===== config.mk =====
export PLATFORM = sky130hd
export DESIGN_NAME = csv_field_tokenizer
export DESIGN_NICKNAME = d
export VERILOG_FILES = /design/src/rtl/cft_pkg.sv /design/src/rtl/csv_field_tokenizer.sv /design/src/rtl/cft_front.sv /design/src/rtl/cft_queue.sv /design/src/rtl/cft_back.sv
export SDC_FILE = /design/constraint.sdc
export NUM_CORES = 1
export LEC_CHECK = 0
export ABC_CLOCK_PERIOD_IN_PS = 3200
export BUFFER_PORTS_ARGS = -buffer_cell sky130_fd_sc_hd__buf_2
export CAP_MARGIN = 20
export CORE_MARGIN = 2
export CORE_UTILIZATION = 55
export CTS_CLUSTER_SIZE = 40
export DETAILED_ROUTE_END_ITERATION = 8
export PLACE_DENSITY = 0.85
export SLEW_MARGIN = 10
export SYNTH_ARGS = -nofsm -noshare
export SYNTH_HDL_FRONTEND = slang
export SYNTH_SLANG_ARGS = --single-unit

===== constraint.sdc =====
create_clock -name clk -period 3.2 [get_ports clk]
set_clock_uncertainty 0.05 [all_clocks]
set_input_delay 0.16 -clock clk [delete_from_list [all_inputs] [get_ports clk]]
set_output_delay 0.16 -clock clk [all_outputs]
set_load 0.005 [all_outputs]

===== src/rtl/cft_pkg.sv =====
// Package for the CSV field tokenizer: word types, character codes,
// quote modes and queue sizing. No dependencies.
`default_nettype none

package cft_pkg;

	// Character codes
	localparam logic [7:0] CH_QUOTE    = 8'h22;
	localparam logic [7:0] CH_CR       = 8'h0D;
	localparam logic [7:0] CH_LF       = 8'h0A;
	localparam logic [7:0] DELIM_RESET = 8'h2C;

	// Job queue between front and back (depth must be a power of two)
	localparam int QDEPTH = 4;
	localparam int QPTR_W = $clog2(QDEPTH);
	localparam int QCNT_W = $clog2(QDEPTH + 1);

	// Quote tracking; code 3 never occurs and is handled as inside quotes
	typedef enum logic [1:0] {
		QM_OUT  = 2'd0,
		QM_IN   = 2'd1,
		QM_PEND = 2'd2
	} qmode_t;

	// Input word
	typedef struct packed {
		logic [7:0] in_byte;
		logic       line_last;
	} item_t;

	// Result word
	typedef struct packed {
		logic       has_char;
		logic [7:0] out_char;
		logic       field_end;
		logic       record_end;
		logic       run_last;
	} result_t;

	// Classified byte: first result, plus an extra record-end result
	typedef struct packed {
		result_t first;
		logic    extra;
	} job_t;

	// Trailing empty field that closes a record
	localparam result_t RES_REC_END = '{
		has_char:   1'b0,
		out_char:   8'h00,
		field_end:  1'b1,
		record_end: 1'b1,
		run_last:   1'b1
	};

endpackage

`default_nettype wire


===== src/rtl/csv_field_tokenizer.sv =====
// CSV field tokenizer: one byte per push; each byte's job is registered in a
// 4-entry job queue, and result words are read from the queue head.
// Throughput: one byte per cycle unless full; a byte that yields two words
// (delimiter as the last byte) holds the result side for two pops.
// Reset (arst_n low): outside quotes, record open, delimiter set to comma,
// queue empty. Config writes are always ready.
`default_nettype none

module csv_field_tokenizer (
	input  wire logic              clk,
	input  wire logic              arst_n,
	input  wire logic              cfg_valid,
	output logic                   cfg_ready,
	input  wire logic [7:0]        cfg_data,
	input  wire logic              push,
	output logic                   full,
	input  wire cft_pkg::item_t    item,
	output logic                   empty,
	input  wire logic              pop,
	output cft_pkg::result_t       result
);

	logic          job_push;
	cft_pkg::job_t job;
	logic          q_full, q_empty, q_pop;
	cft_pkg::job_t head;

	assign cfg_ready = 1'b1;
	assign full      = q_full;

	// Classify incoming bytes
	cft_front u_front (
		.clk       (clk),
		.arst_n    (arst_n),
		.cfg_valid (cfg_valid),
		.cfg_data  (cfg_data),
		.push      (push),
		.item      (item),
		.q_full    (q_full),
		.job_push  (job_push),
		.job       (job)
	);

	// Decouple front and back
	cft_queue u_queue (
		.clk    (clk),
		.arst_n (arst_n),
		.push   (job_push),
		.data   (job),
		.full   (q_full),
		.pop    (q_pop),
		.head   (head),
		.empty  (q_empty)
	);

	// Emit result words
	cft_back u_back (
		.clk     (clk),
		.arst_n  (arst_n),
		.head    (head),
		.q_empty (q_empty),
		.q_pop   (q_pop),
		.result  (result),
		.empty   (empty),
		.pop     (pop)
	);

endmodule

`default_nettype wire


===== src/rtl/cft_front.sv =====
// Front end of the CSV field tokenizer: accepts bytes, tracks quoting and
// record state, and turns each byte into at most one job. Uses cft_pkg.
`default_nettype none

module cft_front (
	input  wire logic            clk,
	input  wire logic            arst_n,
	input  wire logic            cfg_valid,
	input  wire logic [7:0]      cfg_data,
	input  wire logic            push,
	input  wire cft_pkg::item_t  item,
	input  wire logic            q_full,
	output logic                 job_push,
	output cft_pkg::job_t        job
);

	logic [7:0]      delim_q;
	cft_pkg::qmode_t qmode_q, qmode_n;
	logic            closed_q, closed_n;
	logic            accept;
	logic            is_quote, is_delim, is_crlf;
	logic            any, closed_now;
	logic [7:0]      b;

	assign accept   = push && !q_full;
	assign b        = item.in_byte;
	assign is_quote = (b == cft_pkg::CH_QUOTE);
	assign is_delim = (b == delim_q);
	assign is_crlf  = (b == cft_pkg::CH_CR) || (b == cft_pkg::CH_LF);

	// Delimiter register
	always_ff @(posedge clk or negedge arst_n) begin
		if (!arst_n) begin
			delim_q <= cft_pkg::DELIM_RESET;
		end else if (cfg_valid) begin
			delim_q <= cfg_data;
		end
	end

	// Classify the byte and compute next quote and record state
	always_comb begin
		qmode_n    = qmode_q;
		closed_n   = closed_q;
		any        = 1'b0;
		closed_now = 1'b0;
		job        = '0;
		if (closed_q) begin
			if (item.line_last) begin
				closed_n = 1'b0;
				qmode_n  = cft_pkg::QM_OUT;
			end
		end else begin
			if (qmode_q == cft_pkg::QM_PEND && is_quote) begin
				// doubled quote: one literal quote
				any                = 1'b1;
				job.first.has_char = 1'b1;
				job.first.out_char = b;
				qmode_n            = cft_pkg::QM_IN;
			end else if (qmode_q == cft_pkg::QM_OUT || qmode_q == cft_pkg::QM_PEND) begin
				qmode_n = cft_pkg::QM_OUT;
				if (is_quote) begin
					qmode_n = cft_pkg::QM_IN;
				end else if (is_delim) begin
					any                 = 1'b1;
					job.first.field_end = 1'b1;
				end else if (is_crlf) begin
					any                  = 1'b1;
					job.first.field_end  = 1'b1;
					job.first.record_end = 1'b1;
					closed_now           = 1'b1;
				end else begin
					any                = 1'b1;
					job.first.has_char = 1'b1;
					job.first.out_char = b;
				end
			end else begin
				if (is_quote) begin
					qmode_n = cft_pkg::QM_PEND;
				end else begin
					any                = 1'b1;
					job.first.has_char = 1'b1;
					job.first.out_char = b;
				end
			end

			// Close the record on the line's last byte
			if (item.line_last) begin
				if (!closed_now) begin
					if (any && job.first.has_char) begin
						job.first.field_end  = 1'b1;
						job.first.record_end = 1'b1;
					end else if (any) begin
						job.extra = 1'b1;
					end else begin
						any                  = 1'b1;
						job.first.field_end  = 1'b1;
						job.first.record_end = 1'b1;
					end
				end
				qmode_n  = cft_pkg::QM_OUT;
				closed_n = 1'b0;
			end else if (closed_now) begin
				closed_n = 1'b1;
				qmode_n  = cft_pkg::QM_OUT;
			end
		end
		job.first.run_last = !job.extra;
	end

	assign job_push = accept && any;

	// Advance state on each accepted byte
	always_ff @(posedge clk or negedge arst_n) begin
		if (!arst_n) begin
			qmode_q  <= cft_pkg::QM_OUT;
			closed_q <= 1'b0;
		end else if (accept) begin
			qmode_q  <= qmode_n;
			closed_q <= closed_n;
		end
	end

`ifndef NO_ASSERTIONS
	a_closed_unquoted: assert property (@(posedge clk) disable iff (!arst_n)
		closed_q |-> (qmode_q == cft_pkg::QM_OUT))
		else $error("record closed while quote mode is active");
	a_closed_silent: assert property (@(posedge clk) disable iff (!arst_n)
		closed_q |-> !job_push)
		else $error("job pushed after record was closed");
`endif

endmodule

`default_nettype wire


===== src/rtl/cft_queue.sv =====
// Short job queue between the front and back of the CSV field tokenizer,
// held in flip-flops. Uses cft_pkg.
`default_nettype none

module cft_queue (
	input  wire logic           clk,
	input  wire logic           arst_n,
	input  wire logic           push,
	input  wire cft_pkg::job_t  data,
	output logic                full,
	input  wire logic           pop,
	output cft_pkg::job_t       head,
	output logic                empty
);

	cft_pkg::job_t                mem_q [cft_pkg::QDEPTH];
	logic [cft_pkg::QPTR_W-1:0]   wr_ptr_q, rd_ptr_q;
	logic [cft_pkg::QCNT_W-1:0]   count_q;
	logic                         do_push, do_pop;

	assign full    = (count_q == cft_pkg::QCNT_W'(cft_pkg::QDEPTH));
	assign empty   = (count_q == '0);
	assign do_push = push && !full;
	assign do_pop  = pop && !empty;
	assign head    = mem_q[rd_ptr_q];

	// Store words
	always_ff @(posedge clk) begin
		if (do_push) begin
			mem_q[wr_ptr_q] <= data;
		end
	end

	// Advance pointers and count
	always_ff @(posedge clk or negedge arst_n) begin
		if (!arst_n) begin
			wr_ptr_q <= '0;
			rd_ptr_q <= '0;
			count_q  <= '0;
		end else begin
			if (do_push) begin
				wr_ptr_q <= wr_ptr_q + 1'b1;
			end
			if (do_pop) begin
				rd_ptr_q <= rd_ptr_q + 1'b1;
			end
			if (do_push && !do_pop) begin
				count_q <= count_q + 1'b1;
			end else if (do_pop && !do_push) begin
				count_q <= count_q - 1'b1;
			end
		end
	end

`ifndef NO_ASSERTIONS
	a_count_bound: assert property (@(posedge clk) disable iff (!arst_n)
		count_q <= cft_pkg::QCNT_W'(cft_pkg::QDEPTH))
		else $error("queue count above depth");
	a_push_fills: assert property (@(posedge clk) disable iff (!arst_n)
		(do_push && !do_pop) |=> !empty)
		else $error("queue empty after push");
`endif

endmodule

`default_nettype wire


===== src/rtl/cft_back.sv =====
// Back end of the CSV field tokenizer: expands each queued job into one or
// two result words and drives the result side. Uses cft_pkg.
`default_nettype none

module cft_back (
	input  wire logic            clk,
	input  wire logic            arst_n,
	input  wire cft_pkg::job_t   head,
	input  wire logic            q_empty,
	output logic                 q_pop,
	output cft_pkg::result_t     result,
	output logic                 empty,
	input  wire logic            pop
);

	logic idx_q;
	logic take;

	assign empty  = q_empty;
	assign take   = pop && !q_empty;
	assign result = idx_q ? cft_pkg::RES_REC_END : head.first;
	assign q_pop  = take && (!head.extra || idx_q);

	// Step to the extra word, or back to the first word of the next job
	always_ff @(posedge clk or negedge arst_n) begin
		if (!arst_n) begin
			idx_q <= 1'b0;
		end else if (take) begin
			idx_q <= head.extra && !idx_q;
		end
	end

`ifndef NO_ASSERTIONS
	a_extra_held: assert property (@(posedge clk) disable iff (!arst_n)
		idx_q |-> (!q_empty && head.extra))
		else $error("second word selected without a two-word job");
`endif

endmodule

`default_nettype wire


After elaboration in Yosys (flattened, before gate mapping)
Memory sizes are Yosys's and may differ from the RTL's.
Index checks and enable logic that the tools add are counted.

word-level totals
  output and inout port bits = 15
  logic and storage cells = 97
  register bits = 19
  bits of input ports = 22
  bits in writable memories = 52
  memories = 1

memory list
  memory         depth  width  rd ports  clocked after Yosys merged registers in  wr ports  line             source
  u_queue.mem_q  4      13     1         0                                        1         cft_queue.sv:16  cft_pkg::job_t mem_q [cft_pkg::QDEPTH];

cells by class
  muxes and demuxes = 52
  add/subtract/negate cells = 4
  reduce and logical (&&, ||, !) cells = 26
  equality and inequality tests = 7

operators by type and width
  operator                                             number
  two-way mux 9 bit                                    6
  two-way mux 2 bit                                    14
  two-way mux 1 bit                                    27
  two-way mux 11 bit                                   2
  equality test 8 x 4 -> 1 bit, second input constant  2
  two-way mux 12 bit                                   1
  logical AND 1 bit                                    11
  equality test 8 x 6 -> 1 bit, second input constant  1
  equality test 8 bit                                  1
  logical NOT 1 bit                                    7
  two-way mux 3 bit                                    2
  nonzero test 5 bit                                   1
  adder 2 x 1 -> 2 bit, second input constant          2
  adder 3 x 1 -> 3 bit, second input constant          1
  equality test 3 bit, second input constant           1
  logical NOT 3 bit                                    1
  logical OR 1 bit                                     3
  AND reduction 3 bit                                  1
  subtractor 3 x 1 -> 3 bit, second input constant     1
  equality test 2 bit, second input constant           1
  logical NOT 2 bit                                    1
  != test 2 bit, second input constant                 1
  nonzero test 2 bit                                   1

Logic depth before layout (Yosys ltp)
  depth in word-level cells = 19
  depth in mapped cells = 10
  depth with buffers taken out = 9

Modules after synthesis
From an unflattened synthesis, not the netlist that was laid out.

unflattened totals
  cell total of the unflattened synthesis = 215
  area, all modules = 3,358.2 µm²

by module, submodules not included
  module               times used  cells an instance  area each (µm²)  seq. area each (µm²)
  cft_queue            1           104                2,311.0          1,736.7
  cft_front            1           90                 863.3            279.0
  cft_back             1           19                 172.7            25.0
  csv_field_tokenizer  1           2                  11.3             0.0

Worst setup path before layout
No wires, ideal clock.

  kind = register -> register
  start = register u_queue.rd_ptr_q[0] (netlist name)
  end = register u_queue.count_q[1] (netlist name)
  path slack = 795 ps
  stages on the path, launching flop included = 9
  clock period less this slack = 2,405 ps
  arrival = 2,231 ps
  data required time = 3,025 ps
  setup time = 125 ps
  buffers on the path = 1
  cell sequence = dfrtp_1 -> buf_2 -> mux4_2 -> a21oi_1 -> inv_1 -> ha_1 -> inv_1 -> fa_1 -> mux2_2

between the ends
  word-level cells in the longest chain between the ends = 8
  elaborated cells on any way between the ends = 10
  those cells by class = mux: 1; reduce/logical: 8; memory: 1

ends and longest elaborated chain
  what                                                     line             source
  from (decl)                                              cft_queue.sv:17  logic [cft_pkg::QPTR_W-1:0] wr_ptr_q, rd_ptr_q;
  from (signal assigned)                                   cft_queue.sv:45  rd_ptr_q <= rd_ptr_q + 1'b1;
  memory (4 x 13 bit) (*)                                  -
  logical NOT 1 bit (*)                                    cft_back.sv:22   assign q_pop = take && (!head.extra || idx_q);
  logical OR 1 bit (*)                                     cft_back.sv:22
  logical AND 1 bit (*)                                    cft_back.sv:22
  logical AND 1 bit (*)                                    cft_queue.sv:24  assign do_pop = pop && !empty;
  logical NOT 1 bit                                        cft_queue.sv:47  if (do_push && !do_pop) begin
  logical AND 1 bit                                        cft_queue.sv:47
  two-way mux 3 bit or nonzero test 2 bit (tied branches)  -
  to (signal assigned)                                     cft_queue.sv:48  count_q <= count_q + 1'b1;
  to (signal assigned)                                     cft_queue.sv:50  count_q <= count_q - 1'b1;
  to (decl)                                                cft_queue.sv:18  logic [cft_pkg::QCNT_W-1:0] count_q;

Every way passes the cells marked *; elsewhere a longest branch is shown, timed or not.
A chain may end at the register's enable or synchronous reset.

Final worst setup path
  start = register u_queue.count_q[2] (netlist name)
  end = register u_queue.count_q[2] (netlist name)

between the ends
  word-level cells in the longest chain between the ends = 8
  elaborated cells on any way between the ends = 19
  those cells by class = add/sub: 2; eq/ne: 1; mux: 2; reduce/logical: 14

ends and longest elaborated chain
  what                                 line                              source
  equality test 3 bit (*)              cft_queue.sv:21                   assign full = (count_q == cft_pkg::QCNT_W'(cft_pkg::QDEPTH));
  logical NOT 1 bit (*)                cft_front.sv:25, cft_queue.sv:23
  logical AND 1 bit                    cft_front.sv:25                   assign accept = push && !q_full;
  logical AND 1 bit                    cft_front.sv:110                  assign job_push = accept && any;
  logical AND 1 bit (*)                cft_queue.sv:23                   assign do_push = push && !full;
  via u_queue.do_push                  cft_queue.sv:19                   logic do_push, do_pop;
  logical NOT 1 bit                    cft_queue.sv:49                   end else if (do_pop && !do_push) begin
  logical AND 1 bit                    cft_queue.sv:49
  nonzero test 2 bit (no source line)  -

Mark *: on every way through the listed nets, which the timed path passes. The rest lies on a longest branch. The select of a mux whose other input is x is not followed.

==> metrics.txt <==
Synth Area per Inst=approximately 16 um2; Mapped Cells=209; peak supply drop=415 uV; asr flop ratio synth=26.8%; Total GRT Usage=19.6%; Routed WL=slightly below 6000 um; share of layout cells above drive strength 1=36.2%; initial drt markers=around 150; post-synthesis register bit count=71; Slew headroom=36.1%; TritonRoute pass-1 iters=4; Die H=just over 80 um; Post-synth top flop=edfxtp_1; io pins=37; cells along the critical path=nor3b_1, nor3b_1, a21boi_2, ha_1, inv_1, fa_1, xor2_1, nor2_1, xor2_1; first-pass GRT wire length=9260 um; number of diodes=0; most frequent cell after synthesis=edfxtp_1; initial antenna violation count=0; CTS Buf Count=9; Fmax=399 MHz; top cells by count, synth=edfxtp_1, dfrtp_1, mux4_2; CP max stage delay=430 ps; worst setup margin=~700 ps; Clock transition at path regs=70 ps; Vias/cell=5.75; drt drc=0; synth top area cells=edfxtp_1, dfrtp_1, mux4_2; Post-DRT Antenna Nets=0; Finished Cell Area=3830 um2; CP required=3420 ps; library cells used by synthesis=46; number of warning messages in the yosys log=0; root buf cell=clkbuf_8; Mapped Nets=237; P_leak=1.39 nW; reg2reg start=u_queue.count_q[2]$_DFFE_PN0P_; Final HPWL DP=slightly below 4000 um; core area=around 5900 um2; Seq/Total Area, Yosys=between 60% and 70%; effective utilization at floorplan=approximately 56%; pre-CTS WS=686 ps; area leader, netlist=edfxtp_1; Max stage delay cell, worst path=fa_1; vias in the first global route=1923; Max Slew Vio Count=0; Die Area=approximately 6600 um2; nature of the critical path startpoint=register; final setup violation count=0; CTS tree=built; Worst Hold Class=input pin to register; gp weighted congestion=~0.83; setup TNS=0 ps; RSZ-0062 raised after global routing=no; crit path launch=u_queue.count_q[2]$_DFFE_PN0P_; largest net degree at the start of global routing=20; synthesized cell area=3290 um2; TritonCTS Sinks=71; clk_lat worst skew=350 ps; period utilization=78.4%; power per cell area=768 nW/um2; Max Root-Sink Buffers=2; worst setup path category=register to register; EDFF count, synth=52; Fin. Hold Viols=0; min cycle time layout=~2500 ps; dpl cell area=between 3000 and 4000 um2; number of setup buffers added after CTS=0; # port buffers=35; FILL cells=406; run status=completed; total grt overflow=0; Crit. End Element=register; row count=28; HP Start=item[0]; total power=0.00294 W; r2r setup slk=690 ps; post-synth top area share=between 40 and 50%; Area growth, synth to finish=16.5%; multi-input logic area=1170 um2; CP arrival=2730 ps; Crit Path Max Fanout=7; max_cap viols=0; Reg area=2040 um2; H-tree depth=3; nets@finish=288; Slew @ Worst Pin=935 ps; Die Wd=81.3 um; DR WL/cell=17.0 um; total number of vias=1954
layout make-up:
type	instances	area share [%]
Sequential cell	71	53.3
Clock inverter	7	1.89
Multi-Input combinational cell	121	30.5
Inverter	10	0.980
Clock buffer	9	3.23
Tap cell	75	2.45
Timing Repair Buffer	47	7.64
worst max-delay path, delay by kind of cell (launching register included):
family                   cells  cell delay, ps
AO/OA/AOI/OAI                1             350
adder cells (fa/ha/maj)      2             670
XOR/XNOR                     2             320
flip-flops                   1             420
AND/OR/NAND/NOR              3             550
buffers and inverters        1              70
layout by cell type (no fill, tap or decap), drive strengths merged, types with 2 or more instances in the layout:
cell type    instances
dlygate4sd3          9
clkinv               4
dfstp                3
o211ai               3
nand4                5
or2                  3
nand2                8
xor2                 3
a2111oi              5
clkbuf               9
mux2                10
ha                   5
or3                  2
buf                 37
a21oi                7
nor3                 2
xnor2               11
mux4                13
nor2                 7
inv                 11
edfxtp              52
nor3b                6
dfrtp               16
and2                13
o21ai                2
nand2b               2
report_power, final:
group          total (W)  internal [W]  switching, W
Clock           0.000708      0.000361      0.000348
Sequential       0.00131       0.00120      0.000105
Combinational   0.000923      0.000472      0.000451
metrics by stage:
step / instances / hold WS (ps) / utilization [%]
after floorplan: 209 / -186 / -
after global placement: 314 / 67.2 / 60.3
after detailed placement: 314 / 76.4 / 60.3
after CTS: 339 / 80.5 / 65.2
after global routing: 340 / 109 / 65.5
final: 340 / 92.8 / 65.5
metal layers:
metal | routed length (um) | global-route usage, %
met1 | 2480 | 25.5
met2 | 2870 | 30.7
met3 | 328 | 5.56
met4 | 108 | 9.15
met5 | 0 | 0
registers in the layout (all words and copies together), names as in the netlist:
| signal | cells |
|---|---|
| u_back.idx_q | 1 |
| u_front.closed_q | 1 |
| u_front.delim_q | 8 |
| u_front.qmode_q | 2 |
| u_queue.count_q | 3 |
| u_queue.mem_q | 52 |
| u_queue.rd_ptr_q | 2 |
| u_queue.wr_ptr_q | 2 |
repair_timing:
action                                 4_1_cts  5_1_grt
gates resized for setup                      0        0
endpoints found under the hold margin       24        0
hold buffers                                 9        0
kinds of logic (layout without fill, tap and decap cells):
group	Yosys count	count (layout)	share of synthesized area, %
compound gates	24	24	6.43
xor+xnor	14	14	3.73
fa+ha+maj	6	6	2.51
buf+inv	17	73	2.44
flops	71	71	62.1
mux	23	23	12.4
other cells	1	1	0.114
simple gates	53	53	10.3
worst paths after layout:
path / end / cells after the start
setup reg to reg: u_queue.count_q[2]$_DFFE_PN0P_ / 9
hold reg to reg: u_front.delim_q[7]$_DFFE_PN0P_ / 1
hold / removal: u_front.closed_q$_DFFE_PN0P_ / 2
setup / recovery: u_queue.count_q[2]$_DFFE_PN0P_ / 9
min in group asynchronous: u_back.idx_q$_DFFE_PN0P_ / 2
max in group asynchronous: u_front.delim_q[2]$_DFFE_PN1P_ / 2
Note: power is estimated with default switching activity, not from simulation.
